File: config.mk
export PLATFORM = sky130hd
export DESIGN_NAME = timer_min_heap_queue
export DESIGN_NICKNAME = d
export VERILOG_FILES = /design/src/rtl/tmhq_pkg.sv /design/src/rtl/tmhq_ctrl.sv /design/src/rtl/tmhq_dpath.sv /design/src/rtl/timer_min_heap_queue.sv
export SDC_FILE = /design/constraint.sdc
export NUM_CORES = 2
export LEC_CHECK = 0
export BUFFER_PORTS_ARGS = -buffer_cell sky130_fd_sc_hd__clkbuf_2
export CAP_MARGIN = 20
export CORE_MARGIN = 4
export CORE_UTILIZATION = 35
export DETAILED_ROUTE_END_ITERATION = 8
export GPL_ROUTABILITY_DRIVEN = 0
export PLACE_DENSITY_LB_ADDON = 0.25
export SYNTH_ARGS = -nofsm -noshare
export SYNTH_HDL_FRONTEND = slang
export SYNTH_SLANG_ARGS = --single-unit
File: constraint.sdc
create_clock -name clock -period 11.5 [get_ports clock]
set_input_delay 2.3 -clock clock [delete_from_list [all_inputs] [get_ports clock]]
set_output_delay 2.3 -clock clock [all_outputs]
set_load 0.02 [all_outputs]
File: src/rtl/tmhq_pkg.sv
// ---------------------------------------------------------------------------
// tmhq_pkg
// Shared types and codes for the timer min-heap queue: request and response
// payloads, opcodes, controller states and the command/status buses.
// ---------------------------------------------------------------------------
package tmhq_pkg;

   // opcodes
   localparam logic [1:0] OP_ARM    = 2'd0;
   localparam logic [1:0] OP_CANCEL = 2'd1;
   localparam logic [1:0] OP_POLL   = 2'd2;

   // request payload
   typedef struct packed {
      logic [1:0]         opcode;
      logic [4:0]         timer_id;
      logic signed [31:0] delay;
      logic [47:0]        now_ms;
   } req_type;

   // response payload
   typedef struct packed {
      logic        fired_valid;
      logic [4:0]  fired_timer;
      logic [47:0] earliest_due;
      logic        heap_empty;
      logic [5:0]  armed_count;
      logic        last_of_run;
   } rsp_type;

   // slot memory read address select
   typedef enum logic [1:0] {
      RD_LAST,
      RD_CHILD,
      RD_PARENT
   } rd_sel_type;

   // controller states
   typedef enum logic [3:0] {
      ST_IDLE,
      ST_DECODE,
      ST_CAN_CHK,
      ST_LOAD,
      ST_SD_RD,
      ST_SD_CMP,
      ST_SU_RD,
      ST_SU_CMP,
      ST_APPEND,
      ST_POLL_CHK,
      ST_EMIT_FIRE,
      ST_EMIT_DONE
   } state_type;

   // controller to datapath
   typedef struct packed {
      logic       capture;
      logic       clear_req;
      logic       cancel_go;
      logic       pop_go;
      rd_sel_type rd_sel;
      logic       load_carried;
      logic       sd_cmp;
      logic       su_cmp;
      logic       place;
      logic       append;
      logic       emit_fire;
      logic       emit_done;
   } cmd_type;

   // datapath to controller
   typedef struct packed {
      logic op_arm;
      logic op_cancel;
      logic op_poll;
      logic id_ok;
      logic pos_armed;
      logic hole_last;
      logic pop_due;
      logic pop_last;
      logic sd_move;
      logic s_at_start;
      logic s_zero;
      logic su_stop;
      logic full;
   } status_type;

endpackage

File: src/rtl/tmhq_ctrl.sv
// ---------------------------------------------------------------------------
// tmhq_ctrl
// Sequencer for arm, cancel and poll: walks the heap sift loops one level
// at a time through read and compare states and schedules the response strobes.
// ---------------------------------------------------------------------------
module tmhq_ctrl (
   input  logic                 clock,
   input  logic                 reset,
   input  logic                 start,
   output logic                 busy,
   input  tmhq_pkg::status_type status,
   output tmhq_pkg::cmd_type    cmd
);

   tmhq_pkg::state_type state_ff, state_in;
   logic                appended_ff, appended_in;
   tmhq_pkg::state_type route;

   // where to go once a heap update has settled
   always_comb begin
      if (status.op_poll) begin
         route = tmhq_pkg::ST_EMIT_FIRE;
      end else if (status.op_arm && !appended_ff) begin
         route = tmhq_pkg::ST_APPEND;
      end else begin
         route = tmhq_pkg::ST_EMIT_DONE;
      end
   end

   // next state
   always_comb begin
      state_in    = state_ff;
      appended_in = appended_ff;
      case (state_ff)
         tmhq_pkg::ST_IDLE: begin
            if (start) begin
               state_in    = tmhq_pkg::ST_DECODE;
               appended_in = 1'b0;
            end
         end
         tmhq_pkg::ST_DECODE: begin
            if (status.op_poll) begin
               state_in = tmhq_pkg::ST_POLL_CHK;
            end else if ((status.op_arm || status.op_cancel) && status.id_ok) begin
               state_in = tmhq_pkg::ST_CAN_CHK;
            end else begin
               state_in = tmhq_pkg::ST_EMIT_DONE;
            end
         end
         tmhq_pkg::ST_CAN_CHK: begin
            if (status.pos_armed && !status.hole_last) begin
               state_in = tmhq_pkg::ST_LOAD;
            end else begin
               state_in = route;
            end
         end
         tmhq_pkg::ST_LOAD:   state_in = tmhq_pkg::ST_SD_RD;
         tmhq_pkg::ST_SD_RD:  state_in = tmhq_pkg::ST_SD_CMP;
         tmhq_pkg::ST_SD_CMP: begin
            if (status.sd_move) begin
               state_in = tmhq_pkg::ST_SD_RD;
            end else if (status.s_at_start) begin
               state_in = tmhq_pkg::ST_SU_RD;
            end else begin
               state_in = route;
            end
         end
         tmhq_pkg::ST_SU_RD: begin
            if (status.s_zero) begin
               state_in = route;
            end else begin
               state_in = tmhq_pkg::ST_SU_CMP;
            end
         end
         tmhq_pkg::ST_SU_CMP: begin
            if (status.su_stop) begin
               state_in = route;
            end else begin
               state_in = tmhq_pkg::ST_SU_RD;
            end
         end
         tmhq_pkg::ST_APPEND: begin
            appended_in = 1'b1;
            if (status.full) begin
               state_in = tmhq_pkg::ST_EMIT_DONE;
            end else begin
               state_in = tmhq_pkg::ST_SU_RD;
            end
         end
         tmhq_pkg::ST_POLL_CHK: begin
            if (!status.pop_due) begin
               state_in = tmhq_pkg::ST_EMIT_DONE;
            end else if (status.pop_last) begin
               state_in = tmhq_pkg::ST_EMIT_FIRE;
            end else begin
               state_in = tmhq_pkg::ST_LOAD;
            end
         end
         tmhq_pkg::ST_EMIT_FIRE: state_in = tmhq_pkg::ST_POLL_CHK;
         tmhq_pkg::ST_EMIT_DONE: state_in = tmhq_pkg::ST_IDLE;
         default:                state_in = tmhq_pkg::ST_IDLE;
      endcase
   end

   // commands
   always_comb begin
      cmd        = '0;
      cmd.rd_sel = tmhq_pkg::RD_LAST;
      case (state_ff)
         tmhq_pkg::ST_IDLE:   cmd.capture = start;
         tmhq_pkg::ST_CAN_CHK: begin
            cmd.clear_req = 1'b1;
            cmd.cancel_go = status.pos_armed;
         end
         tmhq_pkg::ST_LOAD:   cmd.load_carried = 1'b1;
         tmhq_pkg::ST_SD_RD:  cmd.rd_sel = tmhq_pkg::RD_CHILD;
         tmhq_pkg::ST_SD_CMP: cmd.sd_cmp = 1'b1;
         tmhq_pkg::ST_SU_RD: begin
            cmd.rd_sel = tmhq_pkg::RD_PARENT;
            cmd.place  = status.s_zero;
         end
         tmhq_pkg::ST_SU_CMP:    cmd.su_cmp = 1'b1;
         tmhq_pkg::ST_APPEND:    cmd.append = 1'b1;
         tmhq_pkg::ST_POLL_CHK:  cmd.pop_go = status.pop_due;
         tmhq_pkg::ST_EMIT_FIRE: cmd.emit_fire = 1'b1;
         tmhq_pkg::ST_EMIT_DONE: cmd.emit_done = 1'b1;
         default:                cmd.capture = 1'b0;
      endcase
   end

   assign busy = (state_ff != tmhq_pkg::ST_IDLE);

   // state registers
   always_ff @(posedge clock) begin
      if (reset) begin
         state_ff    <= tmhq_pkg::ST_IDLE;
         appended_ff <= 1'b0;
      end else begin
         state_ff    <= state_in;
         appended_ff <= appended_in;
      end
   end

endmodule

File: src/rtl/tmhq_dpath.sv
// ---------------------------------------------------------------------------
// tmhq_dpath
// Heap storage and arithmetic: slot memory with two registered read ports,
// per-timer position memory with valid bits, the carried element of a sift,
// heap length, a copy of the heap top and the response register.
// ---------------------------------------------------------------------------
module tmhq_dpath #(
   parameter int NUM_TIMERS = 32,
   parameter int TIME_BITS  = 48
) (
   input  logic                 clock,
   input  logic                 reset,
   input  tmhq_pkg::req_type    req_data,
   input  tmhq_pkg::cmd_type    cmd,
   output tmhq_pkg::status_type status,
   output logic                 rsp_valid,
   output tmhq_pkg::rsp_type    rsp_data
);

   localparam int IW = $clog2(NUM_TIMERS);
   localparam int PW = $clog2(NUM_TIMERS + 1);
   localparam int CW = IW + 2;
   localparam int SW = ((TIME_BITS > 31) ? TIME_BITS : 31) + 1;

   // storage
   logic [IW-1:0]        id_mem  [NUM_TIMERS];
   logic [TIME_BITS-1:0] due_mem [NUM_TIMERS];
   logic [PW-1:0]        pos_mem [NUM_TIMERS];
   logic [NUM_TIMERS-1:0] pos_vld_ff;

   // request and working registers
   tmhq_pkg::req_type    req_ff;
   logic [PW-1:0]        len_ff;
   logic [IW-1:0]        s_ff, start_ff;
   logic [IW-1:0]        cid_ff;
   logic [TIME_BITS-1:0] cdue_ff;
   logic [IW-1:0]        top_id_ff;
   logic [TIME_BITS-1:0] top_due_ff;
   logic [IW-1:0]        fired_ff;
   logic [IW-1:0]        rda_id_ff, rdb_id_ff;
   logic [TIME_BITS-1:0] rda_due_ff, rdb_due_ff;
   logic [PW-1:0]        pos_rd_ff;
   logic                 rsp_valid_ff;
   tmhq_pkg::rsp_type    rsp_ff;

   // derived request values
   logic [IW-1:0]        req_id;
   logic [TIME_BITS-1:0] now_t;
   logic [30:0]          delay_pos;
   logic [SW-1:0]        due_sum;
   logic [TIME_BITS-1:0] due_new;
   logic [PW-1:0]        len_dec;

   assign req_id    = IW'(req_ff.timer_id);
   assign now_t     = TIME_BITS'(req_ff.now_ms);
   assign delay_pos = req_ff.delay[31] ? 31'd0 : req_ff.delay[30:0];
   assign due_sum   = SW'(now_t) + SW'(delay_pos);
   assign due_new   = (due_sum[SW-1:TIME_BITS] != '0) ? '1 : due_sum[TIME_BITS-1:0];
   assign len_dec   = len_ff - PW'(1);

   // heap neighbors of the current slot
   logic [CW-1:0] l_idx, r_idx;
   logic [IW-1:0] p_idx;
   logic          l_ok, r_ok;

   assign l_idx = {1'b0, s_ff, 1'b1};
   assign r_idx = l_idx + CW'(1);
   assign p_idx = (s_ff - IW'(1)) >> 1;
   assign l_ok  = l_idx < CW'(len_ff);
   assign r_ok  = r_idx < CW'(len_ff);

   // sift-down child choice, left child first, strictly smaller only
   logic                 take_l, take_r, sd_move;
   logic [TIME_BITS-1:0] min_due;

   always_comb begin
      take_l  = l_ok && (rda_due_ff < cdue_ff);
      min_due = take_l ? rda_due_ff : cdue_ff;
      take_r  = r_ok && (rdb_due_ff < min_due);
      sd_move = take_l || take_r;
   end

   logic su_stop;
   assign su_stop = rda_due_ff <= cdue_ff;

   // read addresses
   logic [IW-1:0] ra_addr, rb_addr;

   always_comb begin
      case (cmd.rd_sel)
         tmhq_pkg::RD_LAST: begin
            ra_addr = IW'(len_dec);
            rb_addr = IW'(len_dec);
         end
         tmhq_pkg::RD_CHILD: begin
            ra_addr = l_ok ? l_idx[IW-1:0] : '0;
            rb_addr = r_ok ? r_idx[IW-1:0] : '0;
         end
         tmhq_pkg::RD_PARENT: begin
            ra_addr = p_idx;
            rb_addr = p_idx;
         end
         default: begin
            ra_addr = '0;
            rb_addr = '0;
         end
      endcase
   end

   // slot and position writes
   logic                 wr_en, pw_en;
   logic [IW-1:0]        wr_addr, wr_id;
   logic [TIME_BITS-1:0] wr_due;
   logic                 do_place;

   assign do_place = cmd.place || (cmd.sd_cmp && !sd_move && (s_ff != start_ff))
                     || (cmd.su_cmp && su_stop);

   always_comb begin
      wr_en   = 1'b0;
      wr_addr = s_ff;
      wr_id   = cid_ff;
      wr_due  = cdue_ff;
      if (do_place) begin
         wr_en = 1'b1;
      end else if (cmd.sd_cmp && sd_move) begin
         wr_en  = 1'b1;
         wr_id  = take_r ? rdb_id_ff : rda_id_ff;
         wr_due = take_r ? rdb_due_ff : rda_due_ff;
      end else if (cmd.su_cmp) begin
         wr_en  = 1'b1;
         wr_id  = rda_id_ff;
         wr_due = rda_due_ff;
      end
      pw_en = wr_en;
   end

   // memories
   always_ff @(posedge clock) begin
      if (wr_en) begin
         id_mem[wr_addr]  <= wr_id;
         due_mem[wr_addr] <= wr_due;
      end
      if (pw_en) begin
         pos_mem[wr_id] <= PW'(wr_addr);
      end
      rda_id_ff  <= id_mem[ra_addr];
      rda_due_ff <= due_mem[ra_addr];
      rdb_id_ff  <= id_mem[rb_addr];
      rdb_due_ff <= due_mem[rb_addr];
      pos_rd_ff  <= pos_mem[req_id];
   end

   // position valid bits: clear means idle
   always_ff @(posedge clock) begin
      if (reset) begin
         pos_vld_ff <= '0;
      end else begin
         if (cmd.clear_req) begin
            pos_vld_ff[req_id] <= 1'b0;
         end
         if (cmd.pop_go) begin
            pos_vld_ff[top_id_ff] <= 1'b0;
         end
         if (pw_en) begin
            pos_vld_ff[wr_id] <= 1'b1;
         end
      end
   end

   // heap length
   always_ff @(posedge clock) begin
      if (reset) begin
         len_ff <= '0;
      end else if (cmd.cancel_go || cmd.pop_go) begin
         len_ff <= len_dec;
      end else if (cmd.append && !status.full) begin
         len_ff <= len_ff + PW'(1);
      end
   end

   // request, carried element and sift position
   always_ff @(posedge clock) begin
      if (cmd.capture) begin
         req_ff <= req_data;
      end
      if (cmd.cancel_go) begin
         s_ff     <= IW'(pos_rd_ff);
         start_ff <= IW'(pos_rd_ff);
      end else if (cmd.pop_go) begin
         s_ff     <= '0;
         start_ff <= '0;
         fired_ff <= top_id_ff;
      end else if (cmd.append) begin
         s_ff    <= IW'(len_ff);
         cid_ff  <= req_id;
         cdue_ff <= due_new;
      end else if (cmd.sd_cmp && sd_move) begin
         s_ff <= take_r ? r_idx[IW-1:0] : l_idx[IW-1:0];
      end else if (cmd.su_cmp && !su_stop) begin
         s_ff <= p_idx;
      end
      if (cmd.load_carried) begin
         cid_ff  <= rda_id_ff;
         cdue_ff <= rda_due_ff;
      end
      // shadow of slot zero
      if (wr_en && (wr_addr == '0)) begin
         top_id_ff  <= wr_id;
         top_due_ff <= wr_due;
      end
   end

   // status
   always_comb begin
      status            = '0;
      status.op_arm     = (req_ff.opcode == tmhq_pkg::OP_ARM);
      status.op_cancel  = (req_ff.opcode == tmhq_pkg::OP_CANCEL);
      status.op_poll    = (req_ff.opcode == tmhq_pkg::OP_POLL);
      status.id_ok      = 7'(req_ff.timer_id) < 7'(NUM_TIMERS);
      status.pos_armed  = pos_vld_ff[req_id] && (pos_rd_ff < len_ff);
      status.hole_last  = (pos_rd_ff == len_dec);
      status.pop_due    = (len_ff != '0) && (top_due_ff <= now_t);
      status.pop_last   = (len_ff == PW'(1));
      status.sd_move    = sd_move;
      status.s_at_start = (s_ff == start_ff);
      status.s_zero     = (s_ff == '0);
      status.su_stop    = su_stop;
      status.full       = (len_ff >= PW'(NUM_TIMERS));
   end

   // response register
   always_ff @(posedge clock) begin
      if (reset) begin
         rsp_valid_ff <= 1'b0;
      end else begin
         rsp_valid_ff <= cmd.emit_fire || cmd.emit_done;
      end
      rsp_ff.fired_valid  <= cmd.emit_fire;
      rsp_ff.fired_timer  <= cmd.emit_fire ? 5'(fired_ff) : 5'd0;
      rsp_ff.earliest_due <= (len_ff != '0) ? 48'(top_due_ff) : 48'd0;
      rsp_ff.heap_empty   <= (len_ff == '0);
      rsp_ff.armed_count  <= 6'(len_ff);
      rsp_ff.last_of_run  <= cmd.emit_done;
   end

   assign rsp_valid = rsp_valid_ff;
   assign rsp_data  = rsp_ff;

endmodule

File: src/rtl/timer_min_heap_queue.sv
// ---------------------------------------------------------------------------
// timer_min_heap_queue
// Indexed binary min-heap of armed timers keyed on due time, with arm,
// cancel and poll requests and a per-timer heap position.
// ---------------------------------------------------------------------------
// A request is taken when start is high and busy is low. Every response is
// shown for one cycle with rsp_valid and cannot be held off, so the receiver
// must take it in that cycle. Arm and cancel give one status response; poll
// gives one response per fired timer, then a status response with
// last_of_run set. Each sift level passes through a read state and a compare
// state, since the read of the slot memory is registered. A cancel of an
// armed timer that is not in the last slot refills the hole with the last
// element, which sinks or else climbs; an arm first cancels any earlier
// arming of its timer, then, unless the heap is full, appends the new timer,
// which climbs. A poll fires each due timer at the top; unless that empties
// the heap, the last element refills the top and sinks. Each response is
// registered and comes out in the cycle after its strobe state. No clearing
// pass is needed after reset.
module timer_min_heap_queue #(
   parameter int NUM_TIMERS = 32,
   parameter int TIME_BITS  = 48
) (
   input  logic              clock,
   input  logic              reset,
   input  logic              start,
   output logic              busy,
   input  tmhq_pkg::req_type req_data,
   output logic              rsp_valid,
   output tmhq_pkg::rsp_type rsp_data
);

   tmhq_pkg::cmd_type    cmd;
   tmhq_pkg::status_type status;

   // sequencer
   tmhq_ctrl u_ctrl (
      .clock  (clock),
      .reset  (reset),
      .start  (start),
      .busy   (busy),
      .status (status),
      .cmd    (cmd)
   );

   // heap storage and arithmetic
   tmhq_dpath #(
      .NUM_TIMERS (NUM_TIMERS),
      .TIME_BITS  (TIME_BITS)
   ) u_dpath (
      .clock     (clock),
      .reset     (reset),
      .req_data  (req_data),
      .cmd       (cmd),
      .status    (status),
      .rsp_valid (rsp_valid),
      .rsp_data  (rsp_data)
   );

endmodule
==> After elaboration in Yosys (flattened, before gate mapping) <==
Memories as Yosys holds them, arrays and structs flattened. A register that Yosys moved wholly into a read port is not among the register bits.
Index checks and enable logic that the tools add are counted.
{ "word_totals": {"ff_bits": 320, "ramBits": 1856, "input_bits": 90, "out_inout_bits": 64, "word_cells": 193, "mem_count": 3} }
{ "op_classes": {"n_addsub": 5, "n_lt_le_gt_ge": 14, "eq_ne": 22, "muxes": 78, "bitwise_logic": 6, "n_reduce_logical": 42} }
{ "mem_list": {"columns": ["memory", "depth", "width", "rd", "rd_ports_with_merged_regs", "wr", "line", "text"], "rows": [
  ["u_dpath.due_mem", 32, 48, 2, 2, 1, "tmhq_dpath.sv:27", "logic [TIME_BITS-1:0] due_mem [NUM_TIMERS];"],
  ["u_dpath.id_mem", 32, 5, 2, 2, 1, "tmhq_dpath.sv:26", "logic [IW-1:0] id_mem [NUM_TIMERS];"],
  ["u_dpath.pos_mem", 32, 5, 1, 1, 1, "tmhq_dpath.sv:28", "logic [PW-1:0] pos_mem [NUM_TIMERS];"]
]} }
{ "ops": {"columns": ["cell", "count"], "rows": [
  ["2-to-1 mux 48 bit", 10],
  ["2-to-1 mux 32 bit", 5],
  ["<= comparator 48 bit", 2],
  ["< comparator 48 bit", 2],
  ["2-to-1 mux 5 bit", 18],
  ["AND 32 bit", 2],
  ["NOT 32 bit", 2],
  ["adder 48 x 31 -> 49 bit", 1],
  ["2-to-1 mux 4 bit", 12],
  ["one-hot mux 4 bit (11 select lines)", 1],
  ["bitwise OR 32 bit", 1],
  ["2-to-1 mux 31 bit", 1],
  ["one-hot mux 5 bit (3 select lines)", 2],
  ["2-to-1 mux 1 bit", 19],
  ["< comparator 5 x 6 -> 1 bit, second input constant", 3],
  ["== test 4 x 3 -> 1 bit, second input constant", 4],
  ["== test 4 bit, second input constant", 4],
  ["logical AND 1 bit", 16],
  ["demux 1 bit (select 5 bit)", 3],
  ["greater-or-equal comparator 5 x 1 -> 1 bit, second input constant", 3],
  ["< comparator 6 bit", 2],
  ["2-to-1 mux 6 bit", 2],
  ["== test 4 x 2 -> 1 bit, second input constant", 2],
  ["nonzero test 2 bit", 4],
  ["30 further kinds", 46]
]} }

==> Longest topological paths before layout <==
{ "depth": {"word_depth": 18, "mapped_depth": 28, "mapped_depth_nobuf": 23} }

==> Modules after synthesis <==
From an unflattened synthesis, not the netlist that was laid out.
{ "unflattened": {"hier_cells": 8853, "hier_area_um2": 108755.6} }
{ "by_module_without_submodules": {"columns": ["mod", "instances", "cells_per_inst", "area_each_um2", "seq_area_each_um2"], "rows": [
  ["tmhq_dpath", 1, 8772, 108171.2, 66223.5],
  ["tmhq_ctrl", 1, 81, 584.3, 100.1]
]} }

==> Worst setup path after synthesis <==
No wires, ideal clock.
{ "synth_path": {"kind": "reg-to-reg", "startpoint": "register u_dpath.s_ff[0]", "endpoint": "memory u_dpath.due_mem[12][0], enable pin", "setup_ns": 0.464, "arrival_time_ns": 8.041, "t_required_ns": 11.036, "setup_slack_ns": 2.995, "path_stages_with_launch": 25, "n_path_buf": 3, "synth_period_minus_slack_ns": 8.505, "cell_sequence": "edfxtp_1 clkbuf_1 inv_1 ha_1 nor2b_1 o21ai_0 a21oi_1 a211oi_1 nor3b_2 nand2_1 clkbuf_1 buf_1 mux2i_1 ha_1 a2111oi_2 nand2_1 a31oi_1 o41ai_1 or4_4 a211o_4 nand2_2 o21ai_0 a21oi_1 nand2_1 nor2_1"} }
{ "synth_between": {"elab_chain_len": 14, "word_cells_on_any_way": 21, "classes_between": "add/sub (1); order compare (3); eq/ne (1); mux (6); reduce/logical (10)"} }
{ "synth_lines": {"columns": ["item", "line", "text"], "rows": [
  ["from (decl)", "tmhq_dpath.sv:34", "logic [IW-1:0] s_ff, start_ff;"],
  ["from (signal assigned)", "tmhq_dpath.sv:188", "s_ff <= IW'(pos_rd_ff);"],
  ["from (signal assigned)", "tmhq_dpath.sv:195", "s_ff <= IW'(len_ff);"],
  ["from (signal assigned)", "tmhq_dpath.sv:199", "s_ff <= take_r ? r_idx[IW-1:0] : l_idx[IW-1:0];"],
  ["< comparator 6 bit", "tmhq_dpath.sv:69", "assign l_ok = l_idx < CW'(len_ff);"],
  ["logical AND 1 bit", "tmhq_dpath.sv:77", "take_l = l_ok && (rda_due_ff < cdue_ff);"],
  ["2-to-1 mux 48 bit", "tmhq_dpath.sv:78", "min_due = take_l ? rda_due_ff : cdue_ff;"],
  ["< comparator 48 bit", "tmhq_dpath.sv:79", "take_r = r_ok && (rdb_due_ff < min_due);"],
  ["logical AND 1 bit", "tmhq_dpath.sv:79", null],
  ["logical OR 1 bit", "tmhq_dpath.sv:80", "sd_move = take_l || take_r;"],
  ["zero test 1 bit", "tmhq_dpath.sv:116", "assign do_place = cmd.place || (cmd.sd_cmp && !sd_move && (s_ff != start_ff))"],
  ["logical AND 1 bit (2 in a row)", "tmhq_dpath.sv:116", null],
  ["logical OR 1 bit", "tmhq_dpath.sv:116", null],
  ["logical OR 1 bit", "tmhq_dpath.sv:117", "|| (cmd.su_cmp && su_stop);"],
  ["2-to-1 mux 1 bit", "tmhq_dpath.sv:124", "if (do_place) begin"],
  ["2-to-1 mux 1 bit", "tmhq_dpath.sv:140", "if (wr_en) begin"],
  ["2-to-1 mux 1 bit (implied by the code)", "tmhq_dpath.sv:142", "due_mem[wr_addr] <= wr_due;"],
  ["to (decl)", "tmhq_dpath.sv:27", null]
]} }
Several ways; a longest one is shown, not always the timed one.

==> Worst setup path after layout <==
{ "layout_path": {"startpoint": "register u_dpath.cdue_ff[39]", "endpoint": "memory u_dpath.pos_mem[9][1] in the netlist's numbering, enable pin"} }
{ "layout_between": {"word_cells_on_any_way": 21, "classes_between": "order compare (3); mux (8); reduce/logical (10)"} }
{ "layout_lines": {"columns": ["item", "line", "text"], "rows": [
  ["from (decl)", "tmhq_dpath.sv:36", "logic [TIME_BITS-1:0] cdue_ff;"],
  ["from (signal assigned)", "tmhq_dpath.sv:197", "cdue_ff <= due_new;"],
  ["from (signal assigned)", "tmhq_dpath.sv:205", "cdue_ff <= rda_due_ff;"],
  ["< comparator 48 bit", "tmhq_dpath.sv:77", null],
  ["logical AND 1 bit", "tmhq_dpath.sv:77", null],
  ["2-to-1 mux 48 bit", "tmhq_dpath.sv:78", null],
  ["< comparator 48 bit", "tmhq_dpath.sv:79", null],
  ["logical AND 1 bit", "tmhq_dpath.sv:79", null],
  ["logical OR 1 bit", "tmhq_dpath.sv:80", null],
  ["zero test 1 bit", "tmhq_dpath.sv:116", null],
  ["logical AND 1 bit (2 in a row)", "tmhq_dpath.sv:116", null],
  ["logical OR 1 bit", "tmhq_dpath.sv:116", null],
  ["logical OR 1 bit", "tmhq_dpath.sv:117", null],
  ["2-to-1 mux 5 bit *", "tmhq_dpath.sv:124", null],
  ["net u_dpath.wr_id[1]", "tmhq_dpath.sv:112", "logic [IW-1:0] wr_addr, wr_id;"],
  ["to (decl)", "tmhq_dpath.sv:28", null]
]} }
Mark *: on every way through the listed nets, which the timed path passes. The rest lies on a longest branch.

==> results by stage <==
Floorplan:
- The die area is around 0.33 sq mm.
- The floorplan has 206 rows.
- The floorplan core area is 0.3150 sq mm.
- Measured along the x axis, the die boundary spans about 570 um.
- The y dimension of the die is 570.3 um.
- The number of top-level pins is 154.
- The initial core utilization is 0.3513.

Worst setup path:
- The delay contributed by the slowest stage of the critical path is between 900 and 1000 ps.
- The endpoint type of the worst setup path is a register.
- The number of buffers and inverters on the critical path is 3.
- The cell family contributing the most delay on the critical path is compound AO/OA/AOI/OAI gates.
- The required time at the worst-slack endpoint is about 12000 ps.
- The class of the most critical setup path is register to register.
- The peak fanout along the critical path is 31.
- Data arrives at the worst endpoint at between 10000 and 15000 ps.
- The signal on the critical path passes through inv_1 -> ha_1 -> nand4_1 -> nor4_1 -> nand3_1 -> a21oi_1 -> nor3b_2 -> nand2_4 -> buf_4 -> mux2i_1 -> ha_1 -> a21oi_1 -> o21ai_0 -> a2111oi_0 -> o21ai_0 -> a211o_4 -> nand2_2 -> o31a_2 -> a21oi_2 -> nand3b_1 -> buf_4 -> nor3_1.
- The critical path startpoint category is a register.
- The slowest stage of the critical path is the nor4_1 cell.

Clocking:
- CTS placed an instance of clkbuf_16 at the clock tree root.
- The quantity of gates resized following cts is 0.
- Clock latency on the worst-skew pair, taken at its later pin, is roughly 930 ps.
- The number of hold buffers added after CTS was 0.
- The H-tree depth is 4.
- TritonCTS built the clock tree.
- Clock tree synthesis found a total of around 2300 sinks.
- The total CTS buffers is roughly 250.
- In this run the deepest clock path goes through 4 buffers.
- The number of setup buffers added after CTS is 0.
- The clock-pin slew reported for the worst setup and hold paths after clock tree synthesis is approximately 60 ps.

Global route:
- The number of antenna violations at the first check in global routing is 32.
- The maximum number of pins on one net before global-route repair is 181.
- In the global route stage, overall resource usage came out at 0.2456.
- The number of global-route vias before repair came to roughly 83000.
- The first global-routing pass estimated 596.1 mm of wire.
- For this run the aggregate overflow at the end of global routing stands at 0.

STA:
- The setup TNS is 0 ps.
- The count of pins over their slew limit is 0.
- Setup violations remaining at the end of the flow were counted as 0.
- The slew at the pin closest to its max-slew limit is around 1200 ps.
- The number of hold-slack violations in the final timing report is 0.
- The smallest clock period supported by the final layout is computed as 9748 ps.
- In this run the tightest slew margin relative to its limit is 0.1876.
- Dividing the final minimum period by the clock period gives 0.8477.
- For the final database, setup skew stands at 87.48 ps.
- Setup repair after global routing left no endpoint under its margin.
- Based on the critical path, the design can be clocked at up to approximately 100 MHz.

Synth:
- A synthesized cell averages about 11 sq um.
- The share of the Yosys chip area taken by registers is 0.5993.
- The cell type with the highest aggregate area in the netlist is edfxtp_1.
- The compound-cell area share of the yosys netlist is 0.1426.
- Of all flip-flops after synthesis, the portion carrying an async set or reset was 0.
- The post-synthesis sequential element count is between 2000 and 2500.
- The number of distinct library cells after synthesis is between 80 and 90.
- The number of nets produced by synthesis is approximately 11000.
- The number of synthesized flops with an enable pin is around 2100.
- The mux cell area share after synthesis is 0.01421.
- Of the total synthesized cell area, the portion taken by AND, OR, NAND and NOR gates is 0.1831.
- The number of warning messages in the yosys log is 0.
- The share of the synthesized area in the top cell type is 0.5601.
- By area the synthesized netlist is led by edfxtp_1, nand2_1, a311oi_1.
- The xor and xnor fraction of the mapped netlist area is 0.004986.
- The number of standard cells after synthesis is between 10000 and 15000.
- The post-synthesis adder-cell area fraction is 0.02257.
- The mapped netlist covers 0.1107 sq mm.
- The predominant post-synthesis flop cell is edfxtp_1.
- By area, the combinational part of the netlist is dominated by simple AND/OR/NAND/NOR gates.

Final layout:
- The library cell used most frequently in the layout, excluding fill and tap cells, is nand2_1.
- In the final layout, the share of cells above drive strength 1 is 0.09549.
- The count of filler cells inserted in the layout is between 20000 and 30000.
- The count of placed standard cells in the final layout, fillers left out is around 14000.
- At the end of the flow the core is filled with cells to 0.3982.
- In the layout the commonest cells are nand2_1, edfxtp_1, a311oi_1, a211oi_1, and2_1.
- The final layout contains around 10000 nets.
- After routing the design area is 0.1254 sq mm.
- From synthesis to final layout, the design area changed by 13.33%.

Place:
- The post-detailed-placement cell area is ~0.12 sq mm.
- Once detailed placement completed, the half-perimeter wirelength came to 240.4 mm.
- The post-placement cell count is 13980.
- Input and output buffers added on the ports amount to 153.

Run status:
- The run finished with clean final reports.

Pwr:
- The switching power share of the total is 0.4284.
- Of the total power, combinational logic draws 0.429.
- The worst-case IR drop observed on VDD is approximately 0.0002 V.
- The internal portion of the total power is about 19000 uW.
- In this run the static leakage power is 0.04336 uW.
- The switching power is ~14000 uW.
- The power density relative to cell area is roughly 270 mW/mm^2.
- The share of total power dissipated in sequential elements is 0.317.
- The proportion of power drawn by the clock network is 0.254.

Routing:
- After detailed routing, the average wire length per cell comes to ~29 um.
- After detailed routing, the total wire length is 418.0 mm.
- The starting DRC count in detailed routing is 12900.
- Once detail routing completed, the nets flagged for antenna violations numbered 0.
- The total iterations of the first detailed-routing run is 9.
- After detailed routing, the number of remaining DRC violations is 0.
- The number of vias per cell is 6.146.
- The final route contains 88830 vias.

Hold path:
- The tightest min-delay check is of the register to register type.

Job:
- The tool flagged a number of max-cap violations equal to 0.
[worst reg2reg max path: cells and delay by family (launching register included)]
family,cells,cell delay (ps)
buf+inv,3,1030
fa+ha+maj,2,580
mux,1,300
compound gates,8,3700
flops,1,380
simple gates,8,3380
[logic make-up after synthesis]
group | count (synthesis)
AOI/OAI and AO/OA | 2129
xor gates and xnor gates | 63
adders and majority gates | 199
buffers and inverters | 972
DFF | 2281
muxes | 97
and+or+nand+nor | 4517
[flip-flops by register name, summed over array words and instances, names as in the netlist, 5 cells and up]
register,count
u_dpath.id_mem,160
u_dpath.rda_id_ff,5
u_dpath.req_id,5
u_dpath.len_ff,6
u_dpath.top_id_ff,5
u_dpath.pos_vld_ff,32
u_dpath.rda_due_ff,48
u_dpath.cdue_ff,48
u_dpath.rdb_id_ff,5
u_dpath.now_t,48
u_dpath.due_mem,1536
u_dpath.pos_mem,160
u_dpath.s_ff,5
u_dpath.start_ff,5
u_dpath.top_due_ff,48
u_dpath.cid_ff,5
u_dpath.fired_ff,5
u_dpath.rdb_due_ff,48
u_dpath.pos_rd_ff,5
u_dpath.rsp_data,62
u_dpath.req_ff,34
[final timing paths]
path / startpoint / to / slack, ps / depth (start not counted)
worst max-delay path: u_dpath.cdue_ff[39]$_DFFE_PP_ / u_dpath.pos_mem[9][1]$_DFFE_PP_ / 1750 / 22
worst min-delay path: u_dpath.len_ff[4]$_SDFFE_PP0P_ / u_dpath.rsp_data[5]$_DFF_P_ / 420 / 0
worst min register to register: u_dpath.len_ff[4]$_SDFFE_PP0P_ / u_dpath.rsp_data[5]$_DFF_P_ / 420 / 0
worst max register to register: u_dpath.cdue_ff[39]$_DFFE_PP_ / u_dpath.pos_mem[9][1]$_DFFE_PP_ / 1750 / 22
[cell type report]
| type | count | area, sq um | area share |
|---|---|---|---|
| antenna | 8 | 20.02 | 0.0001596 |
| inverter | 149 | 559.3 | 0.004460 |
| clock buffer | 301 | 6671 | 0.05320 |
| multi-input combinational | 7005 | 41470 | 0.3307 |
| tap | 4160 | 5205 | 0.04150 |
| timing repair buffer | 394 | 3283 | 0.02618 |
| clock inverter | 154 | 1882 | 0.01500 |
| sequential | 2281 | 66320 | 0.5288 |
[synthesized netlist by cell type, types with 29 or more instances]
cell	number
a311oi_1	693
ha_1	198
o311ai_0	55
and2_1	484
clkbuf_1	766
nor2b_1	78
mux4_2	48
a21o_1	91
dfxtp_1	217
or3_1	57
a211oi_1	488
and3_1	224
nand2_1	2706
nand3_1	464
nor2_1	225
mux2i_1	48
edfxtp_1	2064
inv_1	147
o21ai_0	127
xnor2_1	43
buf_1	43
a21oi_1	290
nand4_1	37
a31oi_1	177
o31ai_1	73
o221ai_1	29
nand2b_1	31
nor3_1	147
[power by group through the flow]
stage / registers, uW / clock network (uW) / logic, uW
4_1_cts: 10500 / 8560 / 13900
5_1_grt: 10600 / 8900 / 15000
6_report: 10600 / 8440 / 14300
3_3_place_gp: 10700 / 0 / 13700
2_1_floorplan: 10500 / 0 / 8300
3_5_place_dp: 10700 / 0 / 13800
[per-stage QoR]
step           hold slack, ps  setup WS (ps)  power, uW
3_3_place_gp            404.6           2098      24440
5_1_grt                 440.1           1406      34510
6_report                422.9           1752      33260
4_1_cts                 417.2           1913      32960
2_1_floorplan           329.0           2995      18770
3_5_place_dp            406.9           1917      24510
[layer usage]
layer	routed length [um]	track usage	part of all wire	vias up
met5	78	0	0.00019	-
met4	18340	0.1021	0.044	14
met3	48590	0.05179	0.12	928
met2	180200	0.3638	0.43	5740
met1	170800	0.3485	0.41	44260
li1	-	-	-	37890
Power figures use the tool's default switching activity.
